## src/rtl/core/mice_pkg.sv

```systemverilog
package mice_pkg;

    localparam logic [7:0] C_NIB_MASK  = 8'hF0;
    localparam logic [7:0] C_NIB_FIVE  = 8'h50;
    localparam logic [7:0] C_NIB_THREE = 8'h30;

    // longitude degree offset ranges
    localparam logic [7:0] C_DEG_A_LO  = 8'h76;
    localparam logic [7:0] C_DEG_A_HI  = 8'h7F;
    localparam logic [7:0] C_DEG_B_LO  = 8'h6C;
    localparam logic [7:0] C_DEG_B_HI  = 8'h75;
    localparam logic [7:0] C_DEG_C_LO  = 8'h26;
    localparam logic [7:0] C_DEG_C_HI  = 8'h6B;

    // longitude minute offset ranges
    localparam logic [7:0] C_MIN_A_LO  = 8'h58;
    localparam logic [7:0] C_MIN_A_HI  = 8'h61;
    localparam logic [7:0] C_MIN_B_LO  = 8'h26;
    localparam logic [7:0] C_MIN_B_HI  = 8'h57;

    localparam logic [7:0] C_FRAC_LO   = 8'h1C;
    localparam logic [7:0] C_FRAC_HI   = 8'h7F;

    // floor(x/5) == (x*205)>>10 for x < 1024
    localparam logic [16:0] C_RECIP5   = 17'd205;

    typedef struct packed {
        logic       ok;
        logic [7:0] radio;
        logic [6:0] lat_deg;
        logic [5:0] lat_min;
        logic [6:0] lat_hun;
        logic       lat_south;
        logic [7:0] lon_deg;
        logic [5:0] lon_min;
        logic [6:0] lon_hun;
        logic       lon_west;
        logic [8:0] lat_x3;     // 3 * hundredths
        logic [8:0] lon_x3;
    } t_dec;

    function automatic logic hi_ok(input logic [7:0] b);
        return ((b & C_NIB_MASK) == C_NIB_FIVE) || ((b & C_NIB_MASK) == C_NIB_THREE);
    endfunction

    function automatic logic in_rng(input logic [7:0] b, input logic [7:0] lo,
                                    input logic [7:0] hi);
        return (b >= lo) && (b <= hi);
    endfunction

endpackage

```

## src/rtl/core/mic_e_position_decode.sv

```systemverilog
// Mic-E position record decoder, three-stage pipeline.
// Records pass through the stage registers r_d1 and r_d2 and then the output
// registers, which drive o_valid and the result; a stall holds them in place.
// Throughput: one record per cycle unless stalled by i_ready; stages: field decode,
// reciprocal multiply for seconds, remainder round and output mask.
// Reset (synchronous, active low) clears the stage valid bits only.
module mic_e_position_decode (
    input  logic       i_clk,
    input  logic       i_rst_n,
    input  logic       i_valid,
    output logic       o_ready,
    input  logic [7:0] i_radio_code,
    input  logic [7:0] i_lat_deg_tens_byte,
    input  logic [7:0] i_lat_deg_units_byte,
    input  logic [7:0] i_lat_min_tens_byte,
    input  logic [7:0] i_lat_min_units_byte,
    input  logic [7:0] i_lat_frac_tens_byte,
    input  logic [7:0] i_lat_frac_units_byte,
    input  logic [7:0] i_lon_deg_byte,
    input  logic [7:0] i_lon_min_byte,
    input  logic [7:0] i_lon_frac_byte,
    input  logic       i_sender_unknown,
    output logic       o_valid,
    input  logic       i_ready,
    output logic       o_valid_res,
    output logic [7:0] o_radio_model_out,
    output logic [6:0] o_lat_deg,
    output logic [5:0] o_lat_min,
    output logic [6:0] o_lat_min_hundredths,
    output logic       o_lat_south,
    output logic [5:0] o_lat_sec,
    output logic [7:0] o_lon_deg,
    output logic [5:0] o_lon_min,
    output logic [6:0] o_lon_min_hundredths,
    output logic       o_lon_west,
    output logic [5:0] o_lon_sec
);
    import mice_pkg::*;

    t_dec        dec;
    logic        en1, en2, en3;

    logic        r_v1, r_v2, r_v3;
    t_dec        r_d1, r_d2;
    logic [6:0]  r_lat_q, r_lon_q;

    logic [16:0] lat_prod, lon_prod;
    logic [8:0]  lat_r, lon_r;
    logic [6:0]  lat_sec_w, lon_sec_w;

    logic        r_res;
    logic [7:0]  r_radio;
    logic [6:0]  r_lat_deg, r_lat_hun, r_lon_hun;
    logic [5:0]  r_lat_min, r_lat_sec, r_lon_min, r_lon_sec;
    logic [7:0]  r_lon_deg;
    logic        r_lat_south, r_lon_west;

    mice_check u_check (
        .i_radio_code          (i_radio_code),
        .i_lat_deg_tens_byte   (i_lat_deg_tens_byte),
        .i_lat_deg_units_byte  (i_lat_deg_units_byte),
        .i_lat_min_tens_byte   (i_lat_min_tens_byte),
        .i_lat_min_units_byte  (i_lat_min_units_byte),
        .i_lat_frac_tens_byte  (i_lat_frac_tens_byte),
        .i_lat_frac_units_byte (i_lat_frac_units_byte),
        .i_lon_deg_byte        (i_lon_deg_byte),
        .i_lon_min_byte        (i_lon_min_byte),
        .i_lon_frac_byte       (i_lon_frac_byte),
        .i_sender_unknown      (i_sender_unknown),
        .o_dec                 (dec)
    );

    // a stage loads when empty or when the one after it moves
    assign en3     = !r_v3 || i_ready;
    assign en2     = !r_v2 || en3;
    assign en1     = !r_v1 || en2;
    assign o_ready = en1;

    always_ff @(posedge i_clk) begin
        if (!i_rst_n) begin
            r_v1 <= 1'b0;
            r_v2 <= 1'b0;
            r_v3 <= 1'b0;
        end else begin
            if (en1) begin
                r_v1 <= i_valid;
            end
            if (en2) begin
                r_v2 <= r_v1;
            end
            if (en3) begin
                r_v3 <= r_v2;
            end
        end
    end

    // stage 1: decoded fields
    always_ff @(posedge i_clk) begin
        if (en1) begin
            r_d1 <= dec;
        end
    end

    // stage 2: q = floor(3h/5)
    assign lat_prod = {8'b0, r_d1.lat_x3} * C_RECIP5;
    assign lon_prod = {8'b0, r_d1.lon_x3} * C_RECIP5;

    always_ff @(posedge i_clk) begin
        if (en2) begin
            r_d2    <= r_d1;
            r_lat_q <= lat_prod[16:10];
            r_lon_q <= lon_prod[16:10];
        end
    end

    // stage 3: round up when 3h mod 5 >= 3 (i.e. 60h mod 100 >= 50)
    always_comb begin
        lat_r     = r_d2.lat_x3 - (({2'b0, r_lat_q} << 2) + {2'b0, r_lat_q});
        lon_r     = r_d2.lon_x3 - (({2'b0, r_lon_q} << 2) + {2'b0, r_lon_q});
        lat_sec_w = r_lat_q + {6'b0, (lat_r[2:0] >= 3'd3)};
        lon_sec_w = r_lon_q + {6'b0, (lon_r[2:0] >= 3'd3)};
    end

    always_ff @(posedge i_clk) begin
        if (en3) begin
            r_res       <= r_d2.ok;
            r_radio     <= r_d2.ok ? r_d2.radio     : 8'd0;
            r_lat_deg   <= r_d2.ok ? r_d2.lat_deg   : 7'd0;
            r_lat_min   <= r_d2.ok ? r_d2.lat_min   : 6'd0;
            r_lat_hun   <= r_d2.ok ? r_d2.lat_hun   : 7'd0;
            r_lat_south <= r_d2.ok && r_d2.lat_south;
            r_lat_sec   <= r_d2.ok ? lat_sec_w[5:0] : 6'd0;
            r_lon_deg   <= r_d2.ok ? r_d2.lon_deg   : 8'd0;
            r_lon_min   <= r_d2.ok ? r_d2.lon_min   : 6'd0;
            r_lon_hun   <= r_d2.ok ? r_d2.lon_hun   : 7'd0;
            r_lon_west  <= r_d2.ok && r_d2.lon_west;
            r_lon_sec   <= r_d2.ok ? lon_sec_w[5:0] : 6'd0;
        end
    end

    assign o_valid              = r_v3;
    assign o_valid_res          = r_res;
    assign o_radio_model_out    = r_radio;
    assign o_lat_deg            = r_lat_deg;
    assign o_lat_min            = r_lat_min;
    assign o_lat_min_hundredths = r_lat_hun;
    assign o_lat_south          = r_lat_south;
    assign o_lat_sec            = r_lat_sec;
    assign o_lon_deg            = r_lon_deg;
    assign o_lon_min            = r_lon_min;
    assign o_lon_min_hundredths = r_lon_hun;
    assign o_lon_west           = r_lon_west;
    assign o_lon_sec            = r_lon_sec;

    a_rej_zero: assert property (@(posedge i_clk) disable iff (!i_rst_n)
        (o_valid && !o_valid_res) |-> (o_radio_model_out == 8'd0 && o_lat_sec == 6'd0
                                       && o_lon_deg == 8'd0 && !o_lon_west))
        else $error("rejected record carries nonzero fields");

    a_lat_rng: assert property (@(posedge i_clk) disable iff (!i_rst_n)
        (o_valid && o_valid_res) |-> (o_lat_deg <= 7'd89 && o_lat_min <= 6'd59
                                      && o_lat_min_hundredths <= 7'd99 && o_lat_sec <= 6'd59))
        else $error("latitude field out of range");

    a_lon_rng: assert property (@(posedge i_clk) disable iff (!i_rst_n)
        (o_valid && o_valid_res) |-> (o_lon_deg <= 8'd179 && o_lon_min <= 6'd59
                                      && o_lon_min_hundredths <= 7'd99 && o_lon_sec <= 6'd59))
        else $error("longitude field out of range");

    a_no_drop: assert property (@(posedge i_clk) disable iff (!i_rst_n)
        (r_v2 && !en3) |=> r_v2)
        else $error("pipeline stage lost an item under stall");

endmodule

```

## src/rtl/core/mice_check.sv

```systemverilog
module mice_check (
    input  logic [7:0]    i_radio_code,
    input  logic [7:0]    i_lat_deg_tens_byte,
    input  logic [7:0]    i_lat_deg_units_byte,
    input  logic [7:0]    i_lat_min_tens_byte,
    input  logic [7:0]    i_lat_min_units_byte,
    input  logic [7:0]    i_lat_frac_tens_byte,
    input  logic [7:0]    i_lat_frac_units_byte,
    input  logic [7:0]    i_lon_deg_byte,
    input  logic [7:0]    i_lon_min_byte,
    input  logic [7:0]    i_lon_frac_byte,
    input  logic          i_sender_unknown,
    output mice_pkg::t_dec o_dec
);
    import mice_pkg::*;

    logic [3:0] dt, du, mt, mu, ft, fu;
    logic [7:0] lat_deg_w, lat_min_w, lat_fr_w;
    logic [7:0] lon_deg_w, lon_min_w, lon_fr_w;
    logic       nib_ok, lat_ok, deg_ok, min_ok, fr_ok;

    always_comb begin
        dt = i_lat_deg_tens_byte[3:0];
        du = i_lat_deg_units_byte[3:0];
        mt = i_lat_min_tens_byte[3:0];
        mu = i_lat_min_units_byte[3:0];
        ft = i_lat_frac_tens_byte[3:0];
        fu = i_lat_frac_units_byte[3:0];

        lat_deg_w = ({4'b0, dt} * 8'd10) + {4'b0, du};
        lat_min_w = ({4'b0, mt} * 8'd10) + {4'b0, mu};
        lat_fr_w  = ({4'b0, ft} * 8'd10) + {4'b0, fu};

        nib_ok = hi_ok(i_lat_deg_tens_byte) && hi_ok(i_lat_deg_units_byte)
              && hi_ok(i_lat_min_tens_byte) && hi_ok(i_lat_min_units_byte)
              && hi_ok(i_lat_frac_tens_byte) && hi_ok(i_lat_frac_units_byte);

        // hundredths units may be ten
        lat_ok = (dt <= 4'd9) && (du <= 4'd9) && (lat_deg_w <= 8'd89)
              && (mt <= 4'd9) && (mu <= 4'd9) && (lat_min_w <= 8'd59)
              && (ft <= 4'd9) && (fu <= 4'd10) && (lat_fr_w <= 8'd99);

        lon_deg_w = 8'd0;
        deg_ok    = 1'b1;
        if ((i_lat_frac_tens_byte & C_NIB_MASK) == C_NIB_FIVE) begin
            if (in_rng(i_lon_deg_byte, C_DEG_A_LO, C_DEG_A_HI)) begin
                lon_deg_w = i_lon_deg_byte - C_DEG_A_LO;
            end else if (in_rng(i_lon_deg_byte, C_DEG_B_LO, C_DEG_B_HI)) begin
                lon_deg_w = 8'd100 + (i_lon_deg_byte - C_DEG_B_LO);
            end else if (in_rng(i_lon_deg_byte, C_DEG_C_LO, C_DEG_C_HI)) begin
                lon_deg_w = 8'd110 + (i_lon_deg_byte - C_DEG_C_LO);
            end else begin
                deg_ok = 1'b0;
            end
        end else begin
            if (in_rng(i_lon_deg_byte, C_DEG_C_LO, C_DEG_A_HI)) begin
                lon_deg_w = 8'd10 + (i_lon_deg_byte - C_DEG_C_LO);
            end else begin
                deg_ok = 1'b0;
            end
        end

        lon_min_w = 8'd0;
        min_ok    = 1'b1;
        if (in_rng(i_lon_min_byte, C_MIN_A_LO, C_MIN_A_HI)) begin
            lon_min_w = i_lon_min_byte - C_MIN_A_LO;
        end else if (in_rng(i_lon_min_byte, C_MIN_B_LO, C_MIN_B_HI)) begin
            lon_min_w = 8'd10 + (i_lon_min_byte - C_MIN_B_LO);
        end else begin
            min_ok = 1'b0;
        end

        fr_ok    = in_rng(i_lon_frac_byte, C_FRAC_LO, C_FRAC_HI);
        lon_fr_w = fr_ok ? (i_lon_frac_byte - C_FRAC_LO) : 8'd0;

        o_dec.ok        = !i_sender_unknown && nib_ok && lat_ok && deg_ok && min_ok && fr_ok;
        o_dec.radio     = i_radio_code;
        o_dec.lat_deg   = lat_deg_w[6:0];
        o_dec.lat_min   = lat_min_w[5:0];
        o_dec.lat_hun   = lat_fr_w[6:0];
        o_dec.lat_south = (i_lat_min_units_byte & C_NIB_MASK) == C_NIB_THREE;
        o_dec.lon_deg   = lon_deg_w;
        o_dec.lon_min   = lon_min_w[5:0];
        o_dec.lon_hun   = lon_fr_w[6:0];
        o_dec.lon_west  = (i_lat_frac_units_byte & C_NIB_MASK) == C_NIB_FIVE;
        o_dec.lat_x3    = ({2'b0, lat_fr_w[6:0]} << 1) + {2'b0, lat_fr_w[6:0]};
        o_dec.lon_x3    = ({2'b0, lon_fr_w[6:0]} << 1) + {2'b0, lon_fr_w[6:0]};
    end

endmodule
```

## config.mk

```make
export PLATFORM = sky130hd
export DESIGN_NAME = mic_e_position_decode
export DESIGN_NICKNAME = d
export VERILOG_FILES = /design/src/rtl/core/mice_pkg.sv /design/src/rtl/core/mic_e_position_decode.sv /design/src/rtl/core/mice_check.sv
export SDC_FILE = /design/constraint.sdc
export NUM_CORES = 1
export LEC_CHECK = 0
export BUFFER_PORTS_ARGS = -buffer_cell sky130_fd_sc_hd__buf_2
export CAP_MARGIN = 20
export CORE_MARGIN = 1
export CORE_UTILIZATION = 45
export DETAILED_ROUTE_END_ITERATION = 10
export GPL_ROUTABILITY_DRIVEN = 0
export PLACE_DENSITY = 0.71
export RECOVER_POWER = 25
export SKIP_LAST_GASP = 1
export SYNTH_ARGS = -nofsm -noshare
export SYNTH_HDL_FRONTEND = slang
export SYNTH_SLANG_ARGS = --single-unit
```

## constraint.sdc

```tcl
create_clock -name i_clk -period 5.32 [get_ports i_clk]
set_input_delay 1.596 -clock i_clk [delete_from_list [all_inputs] [get_ports i_clk]]
set_output_delay 1.596 -clock i_clk [all_outputs]
set_load 0.05 [all_outputs]
```

=== Yosys cells after proc, flatten, opt, wreduce, memory -nomap -nowiden ===
Cells that the tools add are included.

* Register bits after elaboration: 207
* Input port bits: 85
* Output and inout port bits: 66

* Order comparisons: 23
* Reductions and logical operators: 40
* $add $sub $neg: 21
* Eq/ne operators: 12
* $mul: 5
* Mux-type cells: 15

{| class="wikitable"
|+ Operators with widths
! kind !! number
|-
| $le A8 B7 Y1 const B || 8
|-
| $mux W8 || 5
|-
| $mul A9 B8 Y16 const B || 2
|-
| $logic_and A1 B1 Y1 || 27
|-
| $add A8 B4 Y8 || 3
|-
| $eq A4 B2 Y1 const B || 6
|-
| $eq A4 B3 Y1 const B || 6
|-
| $ge A8 B7 Y1 const B || 3
|-
| $le A4 B4 Y1 const B || 6
|-
| $mul A4 B3 Y7 const B || 3
|-
| $add A8 B7 Y9 || 2
|-
| $add A7 B8 Y8 const A || 2
|-
| $ge A8 B6 Y1 const B || 2
|-
| $sub A8 B7 Y8 const B || 2
|-
| $add A6 B1 Y6 || 2
|-
| $mux W6 || 2
|-
| $logic_or A1 B1 Y1 || 9
|-
| $add A4 B8 Y8 const A || 1
|-
| $ge A8 B5 Y1 const B || 1
|-
| $le A8 B6 Y1 const B || 1
|-
| $sub A8 B6 Y8 const B || 1
|-
| $mux W1 || 7
|-
| $mux W7 || 1
|-
| $sub A7 B5 Y7 const B || 1
|-
| other kinds (7) || 13
|}

=== Longest topological paths before layout ===
* Word-level depth: 14
* Depth in mapped cells: 14
* Depth with buffers taken out: 14

=== By module ===
A second synthesis with hierarchy kept.

* Cell total of the unflattened synthesis: 951
* Area, all modules: 12150.4 sq um

{| class="wikitable"
|+ By module, submodules not included
! module !! cells each !! area an instance (sq um) !! instances
|-
| mic_e_position_decode || 576 || 9370.2 || 1
|-
| mice_check || 375 || 2780.2 || 1
|}

=== Worst setup path before layout ===
Ideal clock, no wire load.

* Path kind: input to output
* From: input i_ready
* To: output o_ready
* Arrival: 3754 ps
* Path slack: -30 ps
* Required time: 3724 ps
* Cell stages on the path: 2
* Path buffers: 0
* Path through: nor2b_1 -> nand3_1

* Longest elaborated chain between the ends: 3

{| class="wikitable"
|+ Ends and longest elaborated chain
! element !! line !! text
|-
| from (decl) || mic_e_position_decode.sv:24 || <nowiki>input logic i_ready,</nowiki>
|-
| $logic_or A1 B1 Y1 || mic_e_position_decode.sv:74 || <nowiki>assign en3 = !r_v3 || i_ready;</nowiki>
|-
| $logic_or A1 B1 Y1 || mic_e_position_decode.sv:75 || <nowiki>assign en2 = !r_v2 || en3;</nowiki>
|-
| $logic_or A1 B1 Y1 || mic_e_position_decode.sv:76 || <nowiki>assign en1 = !r_v1 || en2;</nowiki>
|-
| to (decl) || mic_e_position_decode.sv:11 || <nowiki>output logic o_ready,</nowiki>
|}

No other way between the ends.

=== Worst setup path in the final report ===
Ends and elaborated chain as after synthesis.

==> summary.md <==
| Metric | Value |
|---|---|
| Result of the run | `finished with violations` |
| Violations in the final reports | `max-capacitance violations, max-slew violations` |
| Number of placed I/O pins | `approximately 150` |
| Routed length per instance | `15.47 microns` |
| Post-route clock skew | `around 0.0078 ns` |
| Total cell area at the placement stage | `approximately 0.013 sq mm` |
| Placement Rows | `59` |
| Proportion of layout cells with a drive suffix above 1 | `17.79%` |
| Area of the die | `0.02715 sq mm` |
| Die outline width | `164.8 microns` |
| Final max-slew violation count | `65` |
| Netlist Area Pre-Place | `around 0.012 sq mm` |
| Highest-delay cell along the critical path | `nor2b_1` |
| Number of global-route vias before repair | `7435` |
| Most numerous cell on the critical path | `buf_2` |
| Core region area | `roughly 0.026 sq mm` |
| Worst Max-Slew Pin Slew | `2.318 ns` |
| Port Buf Inserts | `150` |
| RSZ-0062 raised after global routing | `no` |
| Fraction of registers with async set/reset | `0%` |
| Type of the worst setup path | `input pin to primary output` |
| Final setup violating endpoints | `0` |
| Leakage Power | `6.468 nW` |
| Total number of nets in the final design | `1378` |
| Top-count cell post-synth | `edfxtp_1` |
| CTS sink cnt | `203` |
| Data arrival, critical path | `2.59 ns` |
| Starting density of the core | `about 46%` |
| Crit path capture type | `primary output` |
| Critical path capture point | `o_ready` |
| Final design instance area without fill | `0.01383 sq mm` |
| Area Growth Syn to Fin | `16.02%` |
| Top fanout value on the critical path | `5` |
| Die Ht | `164.8 microns` |
| Most frequent cells after synthesis | `edfxtp_1, ha_1, inv_1` |
| Reg2reg path depth | `11` |
| Worst max-slew margin expressed relative to the limit | `-54.52%` |
| Area fraction of the dominant cell type after synthesis | `50.38%` |
| Share of the clock period used by the worst path after layout | `about four fifths` |
| Number of instances in the synthesized netlist | `952` |
| Sum of negative setup slack | `0 ns` |
| Antenna violations before repair | `0` |
| Number of nets in the synthesized netlist | `1214` |
| Cts bufs inserted | `22` |
| First DRT Iteration DRCs | `381` |
| CTS max path bufs | `3` |
| Number of standard cells in the layout, taps in and fillers out | `1466` |
| CTS Hold Bufs | `0` |
| EDFF count, synth | `200` |
| First-pass iteration count of the detailed router | `5` |
| Number of failing hold endpoints at the final stage | `0` |
| Clk pin slew, worst setup/hold paths | `~0.060 ns` |
| Largest cells by area after synthesis | `edfxtp_1, ha_1, fa_1, inv_1, and2_1` |
| CTS tree | `yes` |
| Class of the tightest hold or removal check | `flop to flop` |
| Cell type with the highest aggregate area in the netlist | `edfxtp_1` |
| Post-synthesis sequential element count | `between 200 and 250` |
| Post-route DRC violation count | `0` |
| Total power per unit cell area | `535.5 mW/mm^2` |
| Clock latency at the later pin of the worst-skew pair | `~0.5 ns` |
| HPWL after detailed placement | `17.12 mm` |
| Main flop type after synthesis | `edfxtp_1` |
| Count of buffers added by post-CTS timing repair for setup | `0` |
| Number of warnings issued by yosys | `0` |
| Start point of the critical path | `i_ready` |
| Setup slack on the worst flop-to-flop path | `1.16 ns` |
| Antenna-violating nets left | `0` |
| Remaining Overflow, GRT | `0` |
| Required @ worst endpoint | `3.72 ns` |
| Count of cell types in the netlist | `61` |
| Master cell of the clock root buffer | `clkbuf_16` |
| Cells after DPL | `1427` |
| Worst path cell trace | `buf_2, nor2b_1, nand3_4, buf_2` |
| Worst Setup Start Kind | `input pin` |
| Via density | `5.093` |
| Wire length of the first global-routing pass | `36.48 mm` |
| Longest individual stage delay on the worst path | `between 0.4 and 0.5 ns` |
| Worst vdd ir | `0.0005714 V` |
| Max-Cap Viols | `1` |
| Reg2reg end | `r_lat_q[5]$_DFFE_PP_` |
| Maximum number of pins on one net before global-route repair | `69` |
| Vias after detailed routing | `between 7000 and 8000` |
| Post-synthesis sequential area ratio | `50.88%` |
| Global-route total usage across every layer | `17.18%` |
| Final critical delay including setup and external delays | `4.182 ns` |
| Worst reg2reg path startpoint | `r_d1[11]$_DFFE_PP_` |
| Maximum frequency from static timing analysis | `about 240 MHz` |
| Post-CTS resize count | `0` |
| Syn avg cell area | `12.52 sq um` |
| Routed Wire Length | `roughly 23 mm` |
| CTS H-Tree Depth | `1` |
kinds of logic (layout without fill, tap and decap cells):
group	Yosys count	in the layout	share of synthesized area, %
AO/OA/AOI/OAI	148	148	8.229
XOR/XNOR	72	72	5.290
adder cells (fa/ha/maj)	178	178	21.05
buffers and inverters	149	327	4.712
flip-flops	203	203	50.88
multiplexers	1	1	0.08397
other	0	1	0
AND/OR/NAND/NOR	201	201	9.750
how the worst min path moves through the flow:
| stage | slack [ns] | endpoint | cells past startpoint | startpoint |
|---|---|---|---|---|
| 4_1_cts | 0.42 | r_d2[57]$_DFFE_PP_ | 0 | r_d1[57]$_DFFE_PP_ |
| 3_5_place_dp | 0.40 | r_d2[40]$_DFFE_PP_ | 0 | r_d1[40]$_DFFE_PP_ |
| 6_report | 0.41 | r_d2[56]$_DFFE_PP_ | 0 | r_d1[56]$_DFFE_PP_ |
| 2_1_floorplan | 0.40 | r_d2[18]$_DFFE_PP_ | 0 | r_d1[18]$_DFFE_PP_ |
| 3_3_place_gp | 0.40 | r_d2[63]$_DFFE_PP_ | 0 | r_d1[63]$_DFFE_PP_ |
| 5_1_grt | 0.42 | r_d2[22]$_DFFE_PP_ | 0 | r_d1[22]$_DFFE_PP_ |
layer usage:
metal  vias up  global-route usage (%)  part of all wire, %
li1       3710                       -                    -
met1      3534                   21.48                   44
met2       195                   30.73                   50
met4         0                   3.795                  1.3
met3        27                   3.139                  5.6
met5         -                       0                    0
flip-flops by register name, indices dropped and copies added, names as in the netlist, 6 cells and up:
name	flops
r_lon_q	6
o_lat_sec	6
o_lat_min	6
o_radio_model_out	8
o_lat_deg	7
o_lon_min	6
o_lon_min_hundredths	7
r_d2	56
r_lat_q	6
o_lat_min_hundredths	7
o_lon_deg	8
r_d1	68
o_lon_sec	6
per-stage QoR:
stage | setup slack (ns) | utilization [%] | power, W | hold slack, ns
2_1_floorplan | 0.7090 | - | 0.005071 | 0.4003
3_3_place_gp | 1.049 | 50.22 | 0.005740 | 0.4007
3_5_place_dp | 0.9611 | 50.22 | 0.005889 | 0.4045
4_1_cts | 1.093 | 53.08 | 0.007503 | 0.4173
5_1_grt | 0.7613 | 53.07 | 0.008137 | 0.4210
6_report | 1.138 | 53.08 | 0.007406 | 0.4140
final cells by class:
type	count	area, sq um
clock buffer	24	558.0
tap	335	419.2
multi-input combinational	600	5314
timing repair buffer	154	777.0
inverter	135	506.7
clock inverter	14	187.7
sequential	203	6066
antenna	1	2.502
fill	2236	12230
report_power, final:
group          switching, W  internal [W]  total (W)
clock              0.000607      0.000954    0.00156
combinational       0.00197       0.00162    0.00359
sequential         0.000119       0.00214    0.00225
total               0.00269       0.00471    0.00741
critical path: cells and delay by family:
kind / cells / cell delay, ns
buf+inv: 2 / 0.34
simple gates: 2 / 0.64
placed cells by master (no fill, tap or decap), types with 9 or more instances in the layout:
cell / netlist / routed
a21o_1: 16 / 16
a21oi_1: 35 / 35
a31oi_1: 9 / 9
and2_0: 0 / 28
and2_1: 66 / 38
buf_2: 2 / 150
clkbuf_16: 0 / 22
edfxtp_1: 200 / 200
fa_1: 38 / 38
ha_1: 139 / 139
inv_1: 135 / 134
nand2_1: 31 / 30
nand3_1: 15 / 14
nor2_1: 26 / 26
nor2b_1: 15 / 15
o21a_1: 11 / 11
o21ai_0: 27 / 27
xnor2_1: 44 / 44
xor2_1: 28 / 28
Power figures use the tool's default switching activity.
